==> config.mk <==
export PLATFORM = sky130hd
export DESIGN_NAME = radius_neighbor_and_pair_finder
export DESIGN_NICKNAME = d
export VERILOG_FILES = /design/src/rtl/core/rnpf_pkg.sv /design/src/rtl/core/rnpf_cell.sv /design/src/rtl/core/rnpf_dist.sv /design/src/rtl/core/radius_neighbor_and_pair_finder.sv
export SDC_FILE = /design/constraint.sdc
export NUM_CORES = 2
export LEC_CHECK = 0
export ABC_CLOCK_PERIOD_IN_PS = 15570
export BUFFER_PORTS_ARGS = -buffer_cell sky130_fd_sc_hd__clkbuf_2
export CORE_MARGIN = 2
export CORE_UTILIZATION = 49
export CTS_CLUSTER_DIAMETER = 60
export DETAILED_ROUTE_END_ITERATION = 8
export PLACE_DENSITY_LB_ADDON = 0.2
export REMOVE_ABC_BUFFERS = 1
export SLEW_MARGIN = 15
export SYNTH_ARGS = -nofsm -noshare
export SYNTH_HDL_FRONTEND = slang
export SYNTH_SLANG_ARGS = --single-unit
==> constraint.sdc <==
create_clock -name clk -period 15.57 [get_ports clk]
set_clock_uncertainty 0.05 [all_clocks]
set_input_delay 1.557 -clock clk [delete_from_list [all_inputs] [get_ports clk]]
set_output_delay 1.557 -clock clk [all_outputs]
set_load 0.005 [all_outputs]
==> src/rtl/core/rnpf_pkg.sv <==
// rnpf_pkg: shared types, constants and codes for the radius neighbor and pair finder
// no dependencies; imported by rnpf_dist, the top level, the checker and the bench
`default_nettype none

package rnpf_pkg;

  // default sizes of the point table and coordinates
  localparam int MAX_POINTS_DEF = 64;
  localparam int COORD_BITS_DEF = 16;

  // fixed field widths on the stream ports
  localparam int FIELD_W    = 16;
  localparam int ROW_W      = 6;
  localparam int MASK_W     = 64;
  localparam int CNT_W      = 7;
  localparam int IN_DATA_W  = 3 * FIELD_W;
  localparam int IN_USER_W  = 2;
  localparam int OUT_DATA_W = 80;
  localparam int OUT_USER_W = 1;

  // tag carried with each compare through the distance pipeline
  localparam int TAG_W = 6;

  typedef enum logic [1:0] {
    OP_LOAD  = 2'd0,
    OP_CLEAR = 2'd1,
    OP_QUERY = 2'd2,
    OP_SCAN  = 2'd3
  } op_t;

  typedef enum logic [1:0] {
    ST_IDLE,
    ST_RUN,
    ST_DRAIN,
    ST_EMIT
  } state_t;

  // compare request into the distance pipeline
  typedef struct packed {
    logic             valid;
    logic [TAG_W-1:0] tag;
  } dist_req_t;

  // compare result out of the distance pipeline
  typedef struct packed {
    logic             valid;
    logic             hit;
    logic [TAG_W-1:0] tag;
  } dist_res_t;

endpackage

`default_nettype wire

==> src/rtl/core/rnpf_cell.sv <==
// rnpf_cell: one storage cell of the point ring, holds one x/y position
// depends on nothing but the clock; chained by the top level into a ring
`default_nettype none

module rnpf_cell #(
  parameter int COORD_W = 16
) (
  input  wire logic               clk,
  input  wire logic               shift,
  input  wire logic               ld,
  input  wire logic [COORD_W-1:0] ld_x,
  input  wire logic [COORD_W-1:0] ld_y,
  input  wire logic [COORD_W-1:0] nb_x,
  input  wire logic [COORD_W-1:0] nb_y,
  output logic      [COORD_W-1:0] x,
  output logic      [COORD_W-1:0] y
);

  // load a new point, or take the neighbor's point while the ring turns
  always_ff @(posedge clk) begin
    if (ld) begin
      x <= ld_x;
      y <= ld_y;
    end else if (shift) begin
      x <= nb_x;
      y <= nb_y;
    end
  end

endmodule

`default_nettype wire

==> src/rtl/core/rnpf_dist.sv <==
// rnpf_dist: pipelined squared distance and radius compare, two register stages
// depends on rnpf_pkg for the request and result structs
`default_nettype none

module rnpf_dist #(
  parameter int COORD_W = 16
) (
  input  wire logic                   clk,
  input  wire logic                   rst,
  input  wire logic [COORD_W-1:0]     ax,
  input  wire logic [COORD_W-1:0]     ay,
  input  wire logic [COORD_W-1:0]     bx,
  input  wire logic [COORD_W-1:0]     by,
  input  wire logic [2*COORD_W-1:0]   r2,
  input  wire logic                   strict,
  input  wire rnpf_pkg::dist_req_t    req,
  output rnpf_pkg::dist_res_t         res,
  output logic                        busy
);
  import rnpf_pkg::*;

  localparam int SQ_W = 2 * COORD_W;

  logic [COORD_W-1:0] dx, dy;
  dist_req_t          s1;
  logic [SQ_W-1:0]    sqx, sqy;
  dist_req_t          s2;
  logic [SQ_W:0]      sum;
  logic               hit;

  // stage 1: absolute differences
  always_ff @(posedge clk) begin
    dx <= (ax >= bx) ? (ax - bx) : (bx - ax);
    dy <= (ay >= by) ? (ay - by) : (by - ay);
  end

  // stage 2: squares
  always_ff @(posedge clk) begin
    sqx <= SQ_W'(dx) * SQ_W'(dx);
    sqy <= SQ_W'(dy) * SQ_W'(dy);
  end

  // valid and tag travel alongside the data
  always_ff @(posedge clk) begin
    if (rst) begin
      s1 <= '0;
      s2 <= '0;
    end else begin
      s1 <= req;
      s2 <= s1;
    end
  end

  // sum of squares against radius squared, strict for pair scans
  always_comb begin
    sum = {1'b0, sqx} + {1'b0, sqy};
    hit = strict ? (sum < {1'b0, r2}) : (sum <= {1'b0, r2});
  end

  assign res.valid = s2.valid;
  assign res.hit   = hit;
  assign res.tag   = s2.tag;
  assign busy      = s1.valid | s2.valid;

endmodule

`default_nettype wire

==> src/rtl/core/radius_neighbor_and_pair_finder.sv <==
// radius_neighbor_and_pair_finder: point table as a ring of cells with one shared
// distance pipeline; depends on rnpf_pkg, rnpf_cell and rnpf_dist
//
//  channel  dir  tdata (low bit up)                 tuser       tlast
//  s_*      in   pos_x, pos_y, radius               op          -
//  m_*      out  row_index, hit_mask, hit_count, 0  status      last
//
// load and clear: no ring pass; the result is registered from the emit state
// a circle query turns the ring once, drains the distance pipeline and emits;
// a pair scan does all of that for each of its n rows
// reset clears the point count and the control state; table contents stay as they are
// a stalled output holds the engine at its next result; input is taken only when idle
`default_nettype none

module radius_neighbor_and_pair_finder #(
  parameter int MAX_POINTS = rnpf_pkg::MAX_POINTS_DEF,
  parameter int COORD_BITS = rnpf_pkg::COORD_BITS_DEF
) (
  input  wire logic                            clk,
  input  wire logic                            rst,
  input  wire logic                            s_tvalid,
  output logic                                 s_tready,
  // pos_x [15:0], pos_y [31:16], radius [47:32]
  input  wire logic [rnpf_pkg::IN_DATA_W-1:0]  s_tdata,
  // op [1:0]
  input  wire logic [rnpf_pkg::IN_USER_W-1:0]  s_tuser,
  output logic                                 m_tvalid,
  input  wire logic                            m_tready,
  // row_index [5:0], hit_mask [69:6], hit_count [76:70], zero [79:77]
  output logic [rnpf_pkg::OUT_DATA_W-1:0]      m_tdata,
  // status [0]
  output logic [rnpf_pkg::OUT_USER_W-1:0]      m_tuser,
  output logic                                 m_tlast
);
  import rnpf_pkg::*;

  localparam int CW   = (COORD_BITS < FIELD_W) ? COORD_BITS : FIELD_W;
  localparam int IW   = $clog2(MAX_POINTS);
  localparam int NW   = $clog2(MAX_POINTS + 1);

  state_t            state, state_next;
  op_t               op_q;
  logic [NW-1:0]     n;
  logic [IW-1:0]     row;
  logic [IW-1:0]     c;
  logic [CW-1:0]     ref_x, ref_y;
  logic [2*CW-1:0]   r2;
  logic [MAX_POINTS-1:0] mask;
  logic [NW-1:0]     cnt;
  logic              status_q;

  logic              acc, out_free, start_pass, do_emit, ld_en, next_row, last_now;
  logic [CW-1:0]     in_x, in_y, in_rad;
  op_t               in_op;
  logic [CW-1:0]     cx [MAX_POINTS];
  logic [CW-1:0]     cy [MAX_POINTS];
  dist_req_t         req;
  dist_res_t         res;
  logic              dist_busy;
  logic [MASK_W-1:0] mask_ext;

  // input fields, cut to the coordinate width
  assign in_x   = s_tdata[CW-1:0];
  assign in_y   = s_tdata[FIELD_W +: CW];
  assign in_rad = s_tdata[2*FIELD_W +: CW];
  assign in_op  = op_t'(s_tuser[1:0]);

  assign s_tready = (state == ST_IDLE);
  assign acc      = s_tvalid && s_tready;
  assign out_free = !m_tvalid || m_tready;
  assign ld_en    = acc && (in_op == OP_LOAD) && (n != NW'(MAX_POINTS));
  assign last_now = (op_q != OP_SCAN) || ((NW'(row) + NW'(1)) == n);

  // ring of point cells, each takes its upper neighbor while turning
  for (genvar k = 0; k < MAX_POINTS; k++) begin : g_cell
    rnpf_cell #(.COORD_W(CW)) u_cell (
      .clk   (clk),
      .shift (state == ST_RUN),
      .ld    (ld_en && (n == NW'(k))),
      .ld_x  (in_x),
      .ld_y  (in_y),
      .nb_x  (cx[(k + 1) % MAX_POINTS]),
      .nb_y  (cy[(k + 1) % MAX_POINTS]),
      .x     (cx[k]),
      .y     (cy[k])
    );
  end

  // compare request for the point now at the head of the ring
  always_comb begin
    req.valid = (state == ST_RUN) && (NW'(c) < n) && ((op_q == OP_QUERY) || (c > row));
    req.tag   = TAG_W'(c);
  end

  rnpf_dist #(.COORD_W(CW)) u_dist (
    .clk    (clk),
    .rst    (rst),
    .ax     (cx[0]),
    .ay     (cy[0]),
    .bx     (ref_x),
    .by     (ref_y),
    .r2     (r2),
    .strict (op_q == OP_SCAN),
    .req    (req),
    .res    (res),
    .busy   (dist_busy)
  );

  // state register
  always_ff @(posedge clk) begin
    if (rst) begin
      state <= ST_IDLE;
    end else begin
      state <= state_next;
    end
  end

  // next state and control strobes
  always_comb begin
    state_next = state;
    start_pass = 1'b0;
    do_emit    = 1'b0;
    next_row   = 1'b0;
    case (state)
      ST_IDLE: begin
        if (acc) begin
          case (in_op)
            OP_LOAD, OP_CLEAR: state_next = ST_EMIT;
            OP_QUERY: begin
              start_pass = 1'b1;
              state_next = ST_RUN;
            end
            OP_SCAN: begin
              if (n != '0) begin
                start_pass = 1'b1;
                state_next = ST_RUN;
              end
            end
            default: state_next = ST_IDLE;
          endcase
        end
      end
      ST_RUN: begin
        if (c == IW'(MAX_POINTS - 1)) state_next = ST_DRAIN;
      end
      ST_DRAIN: begin
        if (!dist_busy) state_next = ST_EMIT;
      end
      ST_EMIT: begin
        if (out_free) begin
          do_emit = 1'b1;
          if (!last_now) begin
            next_row   = 1'b1;
            start_pass = 1'b1;
            state_next = ST_RUN;
          end else begin
            state_next = ST_IDLE;
          end
        end
      end
      default: state_next = ST_IDLE;
    endcase
  end

  // point count
  always_ff @(posedge clk) begin
    if (rst) begin
      n <= '0;
    end else if (acc && (in_op == OP_CLEAR)) begin
      n <= '0;
    end else if (ld_en) begin
      n <= n + NW'(1);
    end
  end

  // operation registers, reference point and row counter
  always_ff @(posedge clk) begin
    if (acc) begin
      op_q     <= in_op;
      r2       <= (2*CW)'(in_rad) * (2*CW)'(in_rad);
      ref_x    <= in_x;
      ref_y    <= in_y;
      row      <= '0;
      status_q <= (in_op == OP_LOAD) && (n == NW'(MAX_POINTS));
    end else begin
      if (next_row) row <= row + IW'(1);
      // pair scan: the row's own point becomes the reference as it passes the head
      if ((state == ST_RUN) && (op_q == OP_SCAN) && (c == row)) begin
        ref_x <= cx[0];
        ref_y <= cy[0];
      end
    end
  end

  // turn counter
  always_ff @(posedge clk) begin
    if (start_pass) begin
      c <= '0;
    end else if (state == ST_RUN) begin
      c <= c + IW'(1);
    end
  end

  // hit mask and count, built one compare at a time
  always_ff @(posedge clk) begin
    if (acc || start_pass) begin
      mask <= '0;
      cnt  <= '0;
    end else if (res.valid && res.hit) begin
      for (int k = 0; k < MAX_POINTS; k++) begin
        if (res.tag == TAG_W'(k)) mask[k] <= 1'b1;
      end
      cnt <= cnt + NW'(1);
    end
  end

  always_comb begin
    mask_ext                 = '0;
    mask_ext[MAX_POINTS-1:0] = mask;
  end

  // output register
  always_ff @(posedge clk) begin
    if (rst) begin
      m_tvalid <= 1'b0;
    end else if (do_emit) begin
      m_tvalid <= 1'b1;
    end else if (m_tready) begin
      m_tvalid <= 1'b0;
    end
  end

  always_ff @(posedge clk) begin
    if (do_emit) begin
      m_tdata <= {(OUT_DATA_W - ROW_W - MASK_W - CNT_W)'(0), CNT_W'(cnt), mask_ext,
                  ROW_W'(row)};
      m_tuser <= OUT_USER_W'(status_q);
      m_tlast <= last_now;
    end
  end

endmodule

`default_nettype wire

==> impl_metrics.tcl <==
set metrics [dict create \
    outcome "finished, final reports clean" \
    num_rows 186 \
    nNetsFinal 9795 \
    globalplace.congestion 0.860 \
    dieArea_sq_um 261000 \
    postSynth.asyncResetShare_pct 0 \
    synth_fa_ha_area_share_pct 12.2 \
    vias 70280 \
    synth_edf_count 2193 \
    start_util_pct 49.2 \
    timing.final.crit_period_ns 7.53 \
    root_buffer "clkbuf_16" \
    synthMuxAreaShare_pct 18.5 \
    die_y_microns 511 \
    drv_slew 0 \
    arrival_ns 8.13 \
    synth_compound_area_share_pct 3.21 \
    io_buffers 134 \
    crit_type "in -> reg" \
    syn_to_final_growth_pct 9.09 \
    setup_viol 0 \
    ys_seq_area_share_pct 55.4 \
    yosys-top-cells-area "edfxtp_1, mux2_2, fa_1" \
    synth_top_area_cell "edfxtp_1" \
    drc_errors 0 \
    fp.dieW_microns 511 \
    yosysWarnings 0 \
    synth-seq-cells 2394 \
    clk_pin_slew_ns 0.06 \
    start_kind "primary input" \
    hp-class "reg -> reg" \
    cts_resized 0 \
    grt_overflow 0 \
    wirelength_mm 313 \
    place_hpwl_mm 202 \
    drive_gt1_share_pct 30.4 \
    yosysUniqueCellTypes 92 \
    worst-path-max-fanout 17 \
    fmax_ghz 0.133 \
    cts_made_buffers 239 \
    clk_latency_ns 0.90 \
    avgSynthCellArea_sq_um 14.2 \
    hold_viol 0 \
    fin_tns_setup_ns 0 \
    worstMarginPinSlew_ns 1.21 \
    synth_top_family_by_area "multiplexers" \
    multiInputGateArea_sq_um 50200 \
    post_cts_buffers 0 \
    rsz0062_at_grt "no" \
    mostFrequentLayoutCells "edfxtp_1, mux2_2, inv_1" \
    cts_sinks 2394 \
    core_area_sq_um 256000 \
    grt_pass1_vias 72931 \
    end_kind "flip-flop" \
    synthXorXnorAreaFrac_pct 1.20 \
    viasPerCell 5.67 \
    layout_commonest_cell "edfxtp_1" \
    grt_pass1_wl_mm 475 \
    num_io_pins 138 \
    clockBufferDepth 3 \
    dr.pass1.iters 6 \
    syn_area_sq_um 126000 \
    ant_nets 0 \
    seq_area_sq_um 69900 \
    synth_top_area_share_pct 52.2 \
    cts_tree "yes" \
    ctsHoldBuffers 0 \
    cap_violations 0 \
    grt_max_degree 86 \
    wl_per_cell_microns 25.3 \
    drtIter0Drc 5788 \
    synth-simple-area-share_pct 4.61 \
    n_fill_cell 20997 \
    synth_ff_type "edfxtp_1" \
    grt_use_total_pct 23.9 \
    grt_antenna_before_repair 14 \
    netlist_instances 8868 \
    htreeDepth 4 \
    worstPathRequired_ns 16.17 \
    slew_headroom_pct 19.6 \
    post-route-period-util_pct 48.4 \
]
-- cell type report --
class,count,share of cell area (%)
Clock inverter,147,1.12
Timing Repair Buffer,283,1.36
Tap cell,3384,3.08
Sequential cell,2394,50.8
Antenna cell,6,0.0109
Inverter,905,2.47
Multi-Input combinational cell,4980,36.5
Clock buffer,298,4.65
-- cells in the mapped netlist (128+ instances only) --
cell type / instances
edfxtp_1: 2193
mux2_2: 1930
inv_1: 905
fa_1: 490
ha_1: 448
nand2_1: 387
clkbuf_1: 327
nor2_1: 270
dfxtp_1: 201
buf_2: 175
a21oi_1: 171
o21ai_0: 158
and2_1: 128
-- flip-flops by register name (all words and copies together) (netlist names), 2 cells and up --
name,count
state,2
op_q,2
g_cell.u_cell.y,1024
n,7
u_dist.dx,16
r2,31
ref_y,16
u_dist.s1,7
u_dist.sqy,31
row,6
c,6
ref_x,16
m_tdata,77
mask,64
cnt,7
u_dist.res,7
u_dist.dy,16
g_cell.u_cell.x,1024
u_dist.sqx,31
-- per-stage QoR --
step / hold WS (ns) / instances / utilization (%) / cell area (sq um) / setup slack, ns
4_1_cts: 0.337 / 12391 / 53.6 / 138000 / 8.05
3_5_place_dp: 0.364 / 11946 / 50.5 / 130000 / 7.14
5_1_grt: 0.344 / 12392 / 53.6 / 138000 / 7.60
3_3_place_gp: 0.363 / 11946 / 50.5 / 130000 / 7.24
6_report: 0.338 / 12397 / 53.6 / 138000 / 8.04
2_1_floorplan: 0.350 / 8279 / - / 123000 / 8.20
-- logic make-up (layout without fill, tap and decap cells) --
| family | count (synthesis) | in the layout |
|---|---|---|
| DFF | 2394 | 2394 |
| muxes | 2045 | 2045 |
| buffers and inverters | 1496 | 1633 |
| and+or+nand+nor | 1179 | 1179 |
| adders and majority gates | 938 | 938 |
| AOI/OAI and AO/OA | 642 | 642 |
| xor gates and xnor gates | 173 | 173 |
| other | 1 | 9 |
-- worst paths after layout --
check,from,to,slack [ns],cells after the start
setup / recovery,s_tdata[41],r2[30]$_DFFE_PP_,8.04,24
hold / removal,mask[61]$_SDFFE_PP0P_,m_tdata[67]$_DFFE_PP_,0.34,0
setup reg to reg,u_dist.dy[6]$_DFF_P_,u_dist.sqy[30]$_DFF_P_,8.23,20
hold reg to reg,mask[61]$_SDFFE_PP0P_,m_tdata[67]$_DFFE_PP_,0.34,0
-- per-layer routing --
layer	global-route usage, %	vias to the layer above	part of all wire, %
met3	3.51	385	5.8
met4	5.08	6	2.1
met2	37.2	2081	46
met1	35.5	36386	46
li1	-	31422	-
met5	0	-	0.014
-- worst max-delay path: stages --
cell       delay (ns)
clkbuf_2         0.30
and2_1           0.31
fa_1             0.50
inv_1            0.06
fa_1             0.53
inv_1            0.05
fa_1             0.50
inv_1            0.05
fa_1             0.53
inv_1            0.05
fa_1             0.49
inv_1            0.05
fa_1             0.48
inv_1            0.04
ha_1             0.24
a41o_1           0.22
a211oi_1         0.21
a21bo_2          0.27
a2111oi_0        0.42
o21bai_1         0.23
a41oi_1          0.39
o2111a_1         0.26
nor2_1           0.07
o311ai_1         0.31
Power is left out: the tool's default activity adds up to more than one toggle a clock period on the data nets, which glitch-free logic cannot reach.
